**config.mk**
```make
export PLATFORM = sky130hd
export DESIGN_NAME = first_fit_run_allocator_flat
export DESIGN_NICKNAME = d
export VERILOG_FILES = /design/src/rtl/ffra_pkg.sv /design/src/rtl/ffra_if.sv /design/src/rtl/ffra_ram.sv /design/src/rtl/first_fit_run_allocator.sv /design/src/flat_wrapper.sv
export SDC_FILE = /design/constraint.sdc
export NUM_CORES = 2
export LEC_CHECK = 0
export ABC_AREA = 1
export ABC_CLOCK_PERIOD_IN_PS = 9800
export BUFFER_PORTS_ARGS = -buffer_cell sky130_fd_sc_hd__buf_2
export CAP_MARGIN = 20
export CORE_UTILIZATION = 57
export CTS_CLUSTER_DIAMETER = 40
export DETAILED_ROUTE_END_ITERATION = 7
export HOLD_SLACK_MARGIN = 0.02
export PLACE_DENSITY = 0.74
export SETUP_SLACK_MARGIN = 0.5
export SLEW_MARGIN = 20
export SYNTH_ARGS = -nofsm -noshare
export SYNTH_HDL_FRONTEND = slang
export SYNTH_SLANG_ARGS = --single-unit
```
**constraint.sdc**
```tcl
create_clock -name clk -period 9.8 [get_ports clk]
set_clock_uncertainty 0.05 [all_clocks]
set_input_delay 1.96 -clock clk [delete_from_list [all_inputs] [get_ports clk]]
set_output_delay 1.96 -clock clk [all_outputs]
set_load 0.1 [all_outputs]
```
**src/rtl/ffra_pkg.sv**
```systemverilog
package ffra_pkg;

    // Payload widths of the request and result channels
    localparam int SIZE_W   = 11;
    localparam int STATUS_W = 2;

    // Map words: the used map is stored 32 flags to a memory word
    localparam int WORD_W      = 32;
    localparam int WORD_BITS_W = 5;

    // Lowest block that may be handed out (blocks 0 and 1 are reserved)
    localparam int FIRST_USABLE = 2;

    // Result status codes
    localparam logic [STATUS_W-1:0] ST_OK        = 2'd0;
    localparam logic [STATUS_W-1:0] ST_TOO_LARGE = 2'd1;
    localparam logic [STATUS_W-1:0] ST_NO_SPACE  = 2'd2;

endpackage

```
**src/rtl/ffra_if.sv**
```systemverilog
// Request channel: one run allocation per transaction
interface ffra_req_if
    import ffra_pkg::*;
();
    logic              valid;
    logic              ready;
    logic [SIZE_W-1:0] req_size;

    modport source (output valid, output req_size, input ready);
    modport sink   (input valid, input req_size, output ready);
endinterface

// Result channel: status and start block of the run
interface ffra_res_if
    import ffra_pkg::*;
();
    logic                valid;
    logic                ready;
    logic [STATUS_W-1:0] status;
    logic [SIZE_W-1:0]   start_block;

    modport source (output valid, output status, output start_block, input ready);
    modport sink   (input valid, input status, input start_block, output ready);
endinterface

```
**src/rtl/ffra_ram.sv**
```systemverilog
module ffra_ram #(
    parameter int WIDTH = 32,
    parameter int DEPTH = 64
) (
    input  logic                                   clk,
    input  logic                                   we,
    input  logic [((DEPTH > 1) ? $clog2(DEPTH) : 1)-1:0] waddr,
    input  logic [WIDTH-1:0]                       wdata,
    input  logic [((DEPTH > 1) ? $clog2(DEPTH) : 1)-1:0] raddr,
    output logic [WIDTH-1:0]                       rdata
);

    logic [WIDTH-1:0] mem [DEPTH];

    // One write port, one registered read port
    always_ff @(posedge clk)
    begin
        if (we)
        begin
            mem[waddr] <= wdata;
        end
        rdata <= mem[raddr];
    end

endmodule

```
**src/rtl/first_fit_run_allocator.sv**
```systemverilog
// First-fit run allocator. Each request transaction asks for req_size contiguous
// blocks; the block answers with one result transaction (status, start_block).
// The used map lives in a RAM of 32-flag words and is scanned one word per cycle
// from block 2 upward. A request is taken in the idle state. The scan reads map
// words in order until a free run is found or the last word has been read; a
// run that is found is then marked word by word (not for a size of 0), and the
// result is posted. A no-space answer scans all ENTRIES/32 words, rounded up. An
// oversized request goes straight to posting. Posting waits while the output
// register still holds a result that has not been taken.
// Blocks 0, 1 and ENTRIES-1 are never handed out. A size of 0 returns the lowest
// free block without marking it. After reset the map RAM is cleared one word a
// cycle and no request is taken until all words are cleared.
// The next request is taken once the previous one is finished, even if its
// result is still waiting in the output register.
module first_fit_run_allocator
    import ffra_pkg::*;
#(
    parameter int ENTRIES = 2048
) (
    input  logic       clk,
    input  logic       rst_n,
    ffra_req_if.sink   req,
    ffra_res_if.source res
);

    localparam int WORDS = (ENTRIES + WORD_W - 1) / WORD_W;
    localparam int WAW   = (WORDS > 1) ? $clog2(WORDS) : 1;
    localparam int IW    = WAW + 1;
    localparam int GW    = WAW + WORD_BITS_W;
    localparam int RW    = GW + 1;

    localparam logic [GW-1:0]  LAST_USABLE = GW'(ENTRIES - 2);
    localparam logic [GW-1:0]  FIRST_IDX   = GW'(FIRST_USABLE);
    localparam logic [IW-1:0]  WORDS_CNT   = IW'(WORDS);
    localparam logic [WAW-1:0] LAST_WORD   = WAW'(WORDS - 1);

    // Controller states
    localparam logic [2:0] S_CLEAR = 3'd0;
    localparam logic [2:0] S_IDLE  = 3'd1;
    localparam logic [2:0] S_SCAN  = 3'd2;
    localparam logic [2:0] S_MARK  = 3'd3;
    localparam logic [2:0] S_POST  = 3'd4;

    logic [2:0]          state_reg, state_next;
    logic [IW-1:0]       issue_reg, issue_next;
    logic                rvld_reg, rvld_next;
    logic [WAW-1:0]      rword_reg, rword_next;
    logic [RW-1:0]       run_reg, run_next;
    logic [RW-1:0]       need_reg, need_next;
    logic [SIZE_W-1:0]   size_reg, size_next;
    logic [GW-1:0]       start_reg, start_next;
    logic [STATUS_W-1:0] rstat_reg, rstat_next;
    logic                out_valid_reg, out_valid_next;
    logic [STATUS_W-1:0] out_status_reg, out_status_next;
    logic [SIZE_W-1:0]   out_start_reg, out_start_next;

    logic                ram_we;
    logic [WAW-1:0]      ram_waddr;
    logic [WORD_W-1:0]   ram_wdata;
    logic [WORD_W-1:0]   ram_rdata;

    // Word evaluation results
    logic [WORD_W-1:0]   free_bits;
    logic [RW-1:0]       run_at [WORD_W];
    logic                any_hit;
    logic [RW-1:0]       hit_start;
    logic [RW-1:0]       run_end;

    // Mark range
    logic [GW-1:0]       end_idx;
    logic [WAW-1:0]      first_word;
    logic [WAW-1:0]      last_word;
    logic [WORD_W-1:0]   mark_mask;

    ffra_ram #(
        .WIDTH (WORD_W),
        .DEPTH (WORDS)
    ) u_map_ram (
        .clk   (clk),
        .we    (ram_we),
        .waddr (ram_waddr),
        .wdata (ram_wdata),
        .raddr (issue_reg[WAW-1:0]),
        .rdata (ram_rdata)
    );

    // Free runs inside the word just read; out-of-range blocks count as used
    always_comb
    begin : word_eval
        logic [GW-1:0]          base;
        logic [GW-1:0]          idx;
        logic                   has_used;
        logic [WORD_BITS_W-1:0] last_used;
        logic [RW-1:0]          hit_run;
        logic [WORD_BITS_W-1:0] hit_pos;
        base      = {rword_reg, {WORD_BITS_W{1'b0}}};
        has_used  = 1'b0;
        last_used = '0;
        any_hit   = 1'b0;
        hit_pos   = '0;
        hit_run   = '0;
        for (int b = 0; b < WORD_W; b++)
        begin
            idx          = base + GW'(b);
            free_bits[b] = !ram_rdata[b] && (idx >= FIRST_IDX) && (idx <= LAST_USABLE);
        end
        for (int b = 0; b < WORD_W; b++)
        begin
            if (!free_bits[b])
            begin
                has_used  = 1'b1;
                last_used = WORD_BITS_W'(b);
            end
            run_at[b] = has_used ? RW'(WORD_BITS_W'(b) - last_used)
                                 : run_reg + RW'(b) + RW'(1);
        end
        // lowest bit where the run reaches the request
        for (int b = WORD_W - 1; b >= 0; b--)
        begin
            if (free_bits[b] && (run_at[b] >= need_reg))
            begin
                any_hit = 1'b1;
                hit_pos = WORD_BITS_W'(b);
                hit_run = run_at[b];
            end
        end
        hit_start = RW'(base) + RW'(hit_pos) + RW'(1) - hit_run;
        run_end   = run_at[WORD_W-1];
    end

    // Word mask of the run being marked
    always_comb
    begin : mark_eval
        logic [WORD_BITS_W-1:0] lo;
        logic [WORD_BITS_W-1:0] hi;
        end_idx    = start_reg + GW'(size_reg) - GW'(1);
        first_word = start_reg[GW-1:WORD_BITS_W];
        last_word  = end_idx[GW-1:WORD_BITS_W];
        lo = (rword_reg == first_word) ? start_reg[WORD_BITS_W-1:0] : '0;
        hi = (rword_reg == last_word) ? end_idx[WORD_BITS_W-1:0] : '1;
        for (int i = 0; i < WORD_W; i++)
        begin
            mark_mask[i] = (WORD_BITS_W'(i) >= lo) && (WORD_BITS_W'(i) <= hi);
        end
    end

    assign req.ready       = (state_reg == S_IDLE);
    assign res.valid       = out_valid_reg;
    assign res.status      = out_status_reg;
    assign res.start_block = out_start_reg;

    // Controller
    always_comb
    begin
        state_next      = state_reg;
        issue_next      = issue_reg;
        rvld_next       = 1'b0;
        rword_next      = rword_reg;
        run_next        = run_reg;
        need_next       = need_reg;
        size_next       = size_reg;
        start_next      = start_reg;
        rstat_next      = rstat_reg;
        out_valid_next  = out_valid_reg && !res.ready;
        out_status_next = out_status_reg;
        out_start_next  = out_start_reg;
        ram_we          = 1'b0;
        ram_waddr       = rword_reg;
        ram_wdata       = ram_rdata | mark_mask;

        case (state_reg)
            S_CLEAR:
            begin
                ram_we     = 1'b1;
                ram_waddr  = issue_reg[WAW-1:0];
                ram_wdata  = '0;
                issue_next = issue_reg + IW'(1);
                if (issue_reg[WAW-1:0] == LAST_WORD)
                begin
                    state_next = S_IDLE;
                end
            end

            S_IDLE:
            begin
                if (req.valid)
                begin
                    size_next = req.req_size;
                    if (32'(req.req_size) > 32'(ENTRIES - 2))
                    begin
                        rstat_next = ST_TOO_LARGE;
                        start_next = '0;
                        state_next = S_POST;
                    end
                    else
                    begin
                        need_next  = (req.req_size == '0) ? RW'(1) : RW'(req.req_size);
                        run_next   = '0;
                        issue_next = '0;
                        state_next = S_SCAN;
                    end
                end
            end

            S_SCAN:
            begin
                // keep one word read in flight
                if (issue_reg < WORDS_CNT)
                begin
                    issue_next = issue_reg + IW'(1);
                    rvld_next  = 1'b1;
                    rword_next = issue_reg[WAW-1:0];
                end
                if (rvld_reg)
                begin
                    if (any_hit)
                    begin
                        start_next = GW'(hit_start);
                        rstat_next = ST_OK;
                        rvld_next  = 1'b0;
                        if (size_reg != '0)
                        begin
                            issue_next = IW'(hit_start[RW-1:WORD_BITS_W]);
                            state_next = S_MARK;
                        end
                        else
                        begin
                            state_next = S_POST;
                        end
                    end
                    else if (rword_reg == LAST_WORD)
                    begin
                        rstat_next = ST_NO_SPACE;
                        start_next = '0;
                        rvld_next  = 1'b0;
                        state_next = S_POST;
                    end
                    else
                    begin
                        run_next = run_end;
                    end
                end
            end

            S_MARK:
            begin
                // read word k while word k-1 is written back
                if (issue_reg <= {1'b0, last_word})
                begin
                    issue_next = issue_reg + IW'(1);
                    rvld_next  = 1'b1;
                    rword_next = issue_reg[WAW-1:0];
                end
                if (rvld_reg)
                begin
                    ram_we = 1'b1;
                    if (rword_reg == last_word)
                    begin
                        rvld_next  = 1'b0;
                        state_next = S_POST;
                    end
                end
            end

            S_POST:
            begin
                if (!out_valid_reg || res.ready)
                begin
                    out_valid_next  = 1'b1;
                    out_status_next = rstat_reg;
                    out_start_next  = SIZE_W'(start_reg);
                    state_next      = S_IDLE;
                end
            end

            default:
            begin
                state_next = S_IDLE;
            end
        endcase
    end

    // Control registers
    always_ff @(posedge clk or negedge rst_n)
    begin
        if (!rst_n)
        begin
            state_reg     <= S_CLEAR;
            issue_reg     <= '0;
            rvld_reg      <= 1'b0;
            out_valid_reg <= 1'b0;
        end
        else
        begin
            state_reg     <= state_next;
            issue_reg     <= issue_next;
            rvld_reg      <= rvld_next;
            out_valid_reg <= out_valid_next;
        end
    end

    // Datapath registers
    always_ff @(posedge clk)
    begin
        rword_reg      <= rword_next;
        run_reg        <= run_next;
        need_reg       <= need_next;
        size_reg       <= size_next;
        start_reg      <= start_next;
        rstat_reg      <= rstat_next;
        out_status_reg <= out_status_next;
        out_start_reg  <= out_start_next;
    end

endmodule
```
**src/flat_wrapper.sv**
```systemverilog
// flat-port wrapper written by rule: the top's interface ports become plain ports
module first_fit_run_allocator_flat import ffra_pkg::*;
#(
    parameter int ENTRIES = 2048
)
  (clk, rst_n, req_valid, req_req_size, req_ready, res_valid, res_status, res_start_block, res_ready);
  ffra_req_if req_i ();
  ffra_res_if res_i ();
  input  logic clk;
  input  logic rst_n;
  input wire logic [$bits(req_i.valid)-1:0] req_valid;
  input wire logic [$bits(req_i.req_size)-1:0] req_req_size;
  output wire logic [$bits(req_i.ready)-1:0] req_ready;
  output wire logic [$bits(res_i.valid)-1:0] res_valid;
  output wire logic [$bits(res_i.status)-1:0] res_status;
  output wire logic [$bits(res_i.start_block)-1:0] res_start_block;
  input wire logic [$bits(res_i.ready)-1:0] res_ready;
  assign req_i.valid = req_valid;
  assign req_i.req_size = req_req_size;
  assign req_ready = req_i.ready;
  assign res_valid = res_i.valid;
  assign res_status = res_i.status;
  assign res_start_block = res_i.start_block;
  assign res_i.ready = res_ready;
  first_fit_run_allocator #(.ENTRIES(ENTRIES)) u_core (.clk(clk), .rst_n(rst_n), .req(req_i), .res(res_i));
endmodule
```
; Word level (Yosys, flattened, before mapping)
; Memory sizes are Yosys's and may differ from the RTL's. A register that Yosys moved wholly into a read port is not among the register bits.
; Index checks and enable logic that the tools add are counted.
; W data, S select, Z words.
[totals]
register_bits = 79
ram_bits = 2048
output_inout_bits = 15
mem_count = 1
[mem_list]
columns = name, words, width, read_ports, rd_clocked_by_memory_dff, write_ports, line
row1 = u_core.u_map_ram.mem, 64, 32, 1, 1, 1, ffra_ram.sv:13  ; logic [WIDTH-1:0] mem [DEPTH];
[op_classes]
add_sub_neg = 130
n_lt_le_gt_ge = 163
eq_ne = 21
muxes = 249
bitwise = 2
n_reduce_logical = 178
[op_table]
columns = cell, count
row1 = $mux W12, 69
row2 = $add A12 B1 Y12 const B, 33
row3 = $ge A12 B12 Y1, 32
row4 = $ge A11 B2 Y1 const B, 32
row5 = $le A11 B11 Y1 const B, 32
row6 = $mux W5, 50
row7 = $add A12 B5 Y12 const B, 16
row8 = $add A11 B5 Y11 const B, 16
row9 = $logic_and A1 B1 Y1, 129
row10 = $add A12 B4 Y12 const B, 8
row11 = $sub A5 B5 Y6 const A, 16
row12 = $add A11 B4 Y11 const B, 8
row13 = $ge A5 B5 Y1 const A, 16
row14 = $le A5 B5 Y1 const A, 16
row15 = $mux W1, 77
row16 = $mux W11, 5
row17 = $mux W7, 7
row18 = $add A12 B3 Y12 const B, 4
row19 = $add A11 B3 Y11 const B, 4
row20 = $mux W3, 14
row21 = $ge A4 B5 Y1 const A, 8
row22 = $le A4 B5 Y1 const A, 8
row23 = $sub A4 B4 Y5 const A, 8
row24 = $logic_not A1 Y1, 34
row25 = other kinds (53), 101

; Longest topological paths before layout
[depth]
ltp_word = 78
depth_mapped = 104
depth_no_buf = 104

; Modules after synthesis
; Synthesis repeated with hierarchy kept, for this count alone.
[hier_totals]
cells_unflattened = 11031
hier_area_um2 = 108631.7
[modules_own_cells]
columns = module, n_inst, cells_per_inst, area_per_inst_um2
row1 = ffra_ram, 1, 6769, 82738.1
row2 = first_fit_run_allocator, 1, 4262, 25893.6

; Worst setup path before layout
; OpenSTA, ideal clock, no wires.
[synth_path]
path_type = reg2reg
from = register u_core.rword_reg[3]
to = register u_core.issue_reg[6]
arrival_time_ps = 8626
t_required_ps = 9627
slack_ps = 1001
stages_incl_launch_ff = 103
path_buffers = 0
cell_sequence = edfxtp_1 -> nor2_1 -> nand3_2 -> nand2_2 -> nand2_1 -> nand2_1 -> nand2_2 -> nand2_1 -> nand2_1 -> nand2_1 -> nand2_1 -> nand2_1 -> nand2_1 -> nand2_1 -> nand2_1 -> nand2_1 -> nand2_1 -> nand2_1 -> [67 not listed] -> nor2_1 -> ha_1 -> fa_1 -> nand2_1 -> inv_1 -> nor2_1 -> o21bai_1 -> a21oi_1 -> o21bai_1 -> a21oi_1 -> o21ai_0 -> a21o_1 -> a21oi_1 -> xor2_1 -> nand3b_1 -> nand3_1 -> nand2_1 -> a21oi_1
[synth_between]
elab_chain_cells = 78
elab_cells_between_ends = 452
classes_between = 65 x add/sub / 96 x order compare / 195 x mux / 96 x reduce/logical
[synth_lines]
columns = item, line
row1 = from (decl), first_fit_run_allocator.sv:47  ; logic [WAW-1:0] rword_reg, rword_next;
row2 = from (signal assigned), first_fit_run_allocator.sv:305  ; rword_reg <= rword_next;
row3 = $add A11 B1 Y11, first_fit_run_allocator.sv:104  ; idx = base + GW'(b);
row4 = $ge A11 B2 Y1, first_fit_run_allocator.sv:105  ; free_bits[b] = !ram_rdata[b] && (idx >= FIRST_IDX) && (idx <= LAST_USABLE);
row5 = $logic_and A1 B1 Y1 (2 in series), first_fit_run_allocator.sv:105
row6 = $mux W1, first_fit_run_allocator.sv:109  ; if (!free_bits[b])
row7 = $mux W2 (2 in series), first_fit_run_allocator.sv:109
row8 = $mux W3 (4 in series), first_fit_run_allocator.sv:109
row9 = $mux W4 (8 in series), first_fit_run_allocator.sv:109
row10 = $mux W5 (16 in series), first_fit_run_allocator.sv:109
row11 = [4 not listed], --
row12 = $mux W5 (32 in series), first_fit_run_allocator.sv:120  ; if (free_bits[b] && (run_at[b] >= need_reg))
row13 = $add A11 B5 Y12, first_fit_run_allocator.sv:127  ; hit_start = RW'(base) + RW'(hit_pos) + RW'(1) - hit_run;
row14 = $add A12 B1 Y12, first_fit_run_allocator.sv:127
row15 = $sub A12 B12 Y12, first_fit_run_allocator.sv:127
row16 = $mux W7, first_fit_run_allocator.sv:221  ; if (size_reg != '0)
row17 = $mux W7 (*), first_fit_run_allocator.sv:216  ; if (any_hit)
row18 = $mux W7 (*), first_fit_run_allocator.sv:214  ; if (rvld_reg)
row19 = $pmux W7 S4 (*), first_fit_run_allocator.sv:171  ; case (state_reg)
row20 = to (signal assigned), first_fit_run_allocator.sv:296  ; issue_reg <= issue_next;
row21 = to (decl), first_fit_run_allocator.sv:45  ; logic [IW-1:0] issue_reg, issue_next;
; Every way passes the cells marked *; elsewhere a longest branch is shown, timed or not.
; A chain may end at the register's enable or synchronous reset.

; Worst setup path in the final report
[layout_path]
from = register u_core.rword_reg[0]
to = register u_core.issue_reg[6]
; The elaborated chain is that of the path after synthesis.

==> key figures <==
Synth
  – Seq cells post-synth: 2,158
  – Synth Cell Area: 0.104 mm2
  – Post-synthesis mux area share: 0%
  – Syn nets: 9,787
  – XOR/XNOR Fraction of Synth Area: 1.87%
  – Synth unique cells: 66
  – Compound-cell area share of the yosys netlist: 15.7%
  – Synth warn: 0
  – Largest family of logic cells by synthesized area: compound AO/OA/AOI/OAI gates
  – Syn avg cell area: 11.1 um2
  – Sequential area share after synthesis: 62.2%
  – Main synth FF type: edfxtp_1
  – Yosys top cell by area: edfxtp_1
  – Synth Area in Simple Gates: 10.4%
  – Post-synth EDFFs: 2,114
  – Post-synthesis adder-cell area fraction: 5.44%
  – Share of the synthesized area in the top cell type: 61.3%
  – Cells after synthesis: 9,323
  – FFs w/ async S/R, synth: 0.556%
  – Ranking of synthesized cells by area: edfxtp_1 (61%), a21oi_1 (6.6%), nand2_1 (5.7%)

Route
  – Vias/cell: 6.63
  – # DRC: 0
  – DR iter-0 viols: 11.8k
  – WL final: 375,000 um
  – Routed length per instance: 30.1 um
  – Pre-antenna DRT Iters: 6
  – Routed Antenna Nets: 0
  – Via count: 82.5k

Floorplanning
  – Die X: 428 um
  – Die area: 0.183 mm2
  – Core region area: 0.181 mm2
  – IO Count: 30
  – Die H: 428 um
  – Initial Utilization: 57.3%
  – # rows: 156

Power
  – Clock power share: 19.2%
  – Comb power frac: 53.6%
  – Power Density: 420 mW/mm2
  – Static Leak: 45.2 nW
  – Internal: 27.4 mW
  – Seq pwr share: 27.1%
  – Sw Ratio: 46.0%
  – Total power: 50.7 mW
  – Peak supply drop: 0.000398 V
  – Sw Pwr: 23.3 mW

Clock network
  – Worst-path clk slew: 0.05 ns
  – Clock Latency Late Sink: 0.94 ns
  – Hold_buf cts: 0
  – Clk root buf: clkbuf_16
  – Clk buf depth: 4
  – CTS tree: built
  – Number of buffers created by CTS: 274
  – CTS sink cnt: 2,158
  – CTS HTree Levels: 5

Global route
  – All-Layer GR Usage: 40.0%
  – Grt ovf: 0
  – Antenna violations before repair: 14
  – First-pass GRT wire length: 535,000 um
  – Vias in the first global route: 78.8k
  – Largest net degree at the start of global routing: 144

Worst setup path
  – CP Max Fanout: 3
  – Reg2reg path depth: 97
  – Setup crit end kind: register
  – CP max stage delay: 0.40 ns
  – CP most frequent cell: nand2_2
  – CP startpoint kind: register
  – WS Path Type: reg2reg
  – Worst path arrival time: 10.81 ns
  – Slowest-stage cell, CP: edfxtp_1
  – Reg-to-reg slack, setup: -0.27 ns
  – Data required, critical path: 10.54 ns

STA
  – Rel. slew slack: 20.2%
  – Unrepaired setup endpoints after global routing: true
  – Minimum clock period: 10.07 ns
  – Final period util: 103%
  – Worst-margin pin slew: 1.19 ns
  – Hold Fails Final Rpt: 0
  – Final setup fails: 5
  – Final setup margin: -0.267 ns
  – Fmax: 99.3 MHz
  – Fin. max-slew vios: 0

Final layout
  – Most frequent cells in the layout: edfxtp_1 (2,114), nand2_1 (1,515), a21oi_1 (1,315)
  – Max reg flops: 2,048
  – Util after Layout: 66.9%
  – Share of cells above drive strength 1: 15.4%
  – Area growth syn-to-layout: 16.7%
  – Most common cell after layout, fill and taps aside: edfxtp_1
  – Fin cells: 12.5k
  – Post-layout nets: 10.3k

Place
  – Placed insts: 11.9k
  – Gpl congestion: 1.08
  – # port buffers: 29
  – Post-DP HPWL: 233,000 um

Run status
  – Run status: complete, but fails checks
  – Failing checks: setup timing

Min path
  – Hold Path Depth: 0
  – Worst min path class: reg2reg

Job
  – Max-cap viol count: 0
==> synth_stat cells, drive strengths merged, types with 20 or more instances <==
| cell | number |
|---|---|
| edfxtp | 2114 |
| nand2 | 1598 |
| a21oi | 1368 |
| o21ai | 630 |
| inv | 620 |
| o221ai | 547 |
| nor2 | 538 |
| clkbuf | 464 |
| ha | 447 |
| nand3 | 322 |
| xor2 | 205 |
| nor3 | 55 |
| buf | 48 |
| nand4 | 45 |
| o211ai | 38 |
| a21boi | 32 |
| dfxtp | 32 |
| clkinv | 31 |
| a211oi | 20 |
==> power by group through the flow <==
| stage | Clock [mW] | Combinational [mW] | Sequential, mW |
|---|---|---|---|
| 2_1_floorplan | 0 | 13.2 | 14.0 |
| 3_3_place_gp | 0 | 24.3 | 13.9 |
| 3_5_place_dp | 0 | 24.6 | 13.9 |
| 4_1_cts | 9.78 | 25.5 | 13.7 |
| 5_1_grt | 10.1 | 28.7 | 13.8 |
| 6_report | 9.76 | 27.2 | 13.8 |
==> critical path: cells and delay by family, from the launching register on <==
kind	cells	cell delay, ns
AO/OA/AOI/OAI	22	2.96
XOR/XNOR	1	0.19
AND/OR/NAND/NOR	63	4.85
buffers and inverters	6	0.44
adder cells (fa/ha/maj)	5	1.06
flip-flops	1	0.40
==> cells by family after synthesis <==
| logic type | after synthesis |
|---|---|
| AO/OA/AOI/OAI | 2739 |
| adder cells (fa/ha/maj) | 449 |
| buffers and inverters | 1163 |
| flip-flops | 2158 |
| XOR/XNOR | 221 |
| AND/OR/NAND/NOR | 2593 |
==> final timing paths <==
check                                             startpoint                              end
hold / removal             u_core.rstat_reg[0]$_SDFFCE_PN1P_   u_core.res.status[0]$_DFFE_PP_
setup reg to reg               u_core.rword_reg[0]$_DFFE_PP_  u_core.issue_reg[6]$_DFFE_PN0P_
setup / recovery               u_core.rword_reg[0]$_DFFE_PP_  u_core.issue_reg[6]$_DFFE_PN0P_
hold reg to reg            u_core.rstat_reg[0]$_SDFFCE_PN1P_   u_core.res.status[0]$_DFFE_PP_
min in group asynchronous                              rst_n  u_core.issue_reg[5]$_DFFE_PN0P_
max in group asynchronous                              rst_n  u_core.issue_reg[1]$_DFFE_PN0P_
==> cell type report <==
| type | instances | area, um2 |
|---|---|---|
| inverters | 651 | 2480 |
| clock buffers | 308 | 7070 |
| fillers | 13200 | 59700 |
| repair buffers | 794 | 6140 |
| multi-input cells | 6002 | 36000 |
| flip-flops and latches | 2158 | 64400 |
| clock inverters | 162 | 1710 |
| diodes | 5 | 12.5 |
| well taps | 2370 | 2970 |
==> routing by layer <==
layer	track usage (%)	vias to the layer above	wire, um
li1	-	35500	-
met1	52.9	39800	137000
met2	60.6	6090	167000
met3	9.16	1152	46000
met4	24.0	16	25500
met5	0	-	98
==> through the flow <==
| step | instance area [um2] | hold WS (ns) | setup TNS [ns] | setup WS, ns |
|---|---|---|---|---|
| 5_1_grt | 121000 | 0.379 | -7.13 | -0.983 |
| 6_report | 121000 | 0.364 | -0.435 | -0.267 |
| 3_3_place_gp | 111000 | 0.356 | -7.55 | -0.914 |
| 3_5_place_dp | 111000 | 0.360 | -6.19 | -0.897 |
| 2_1_floorplan | 104000 | 0.350 | 0 | 1.00 |
| 4_1_cts | 120000 | 0.364 | -0.0281 | -0.0281 |
==> timing repair <==
item | CTS | global route
pin swaps | 68 | 61
setup buffers | 48 | 11
endpoints found under the setup margin | 16 | 28
gates resized for setup | 84 | 62
Power figures use the tool's default switching activity.
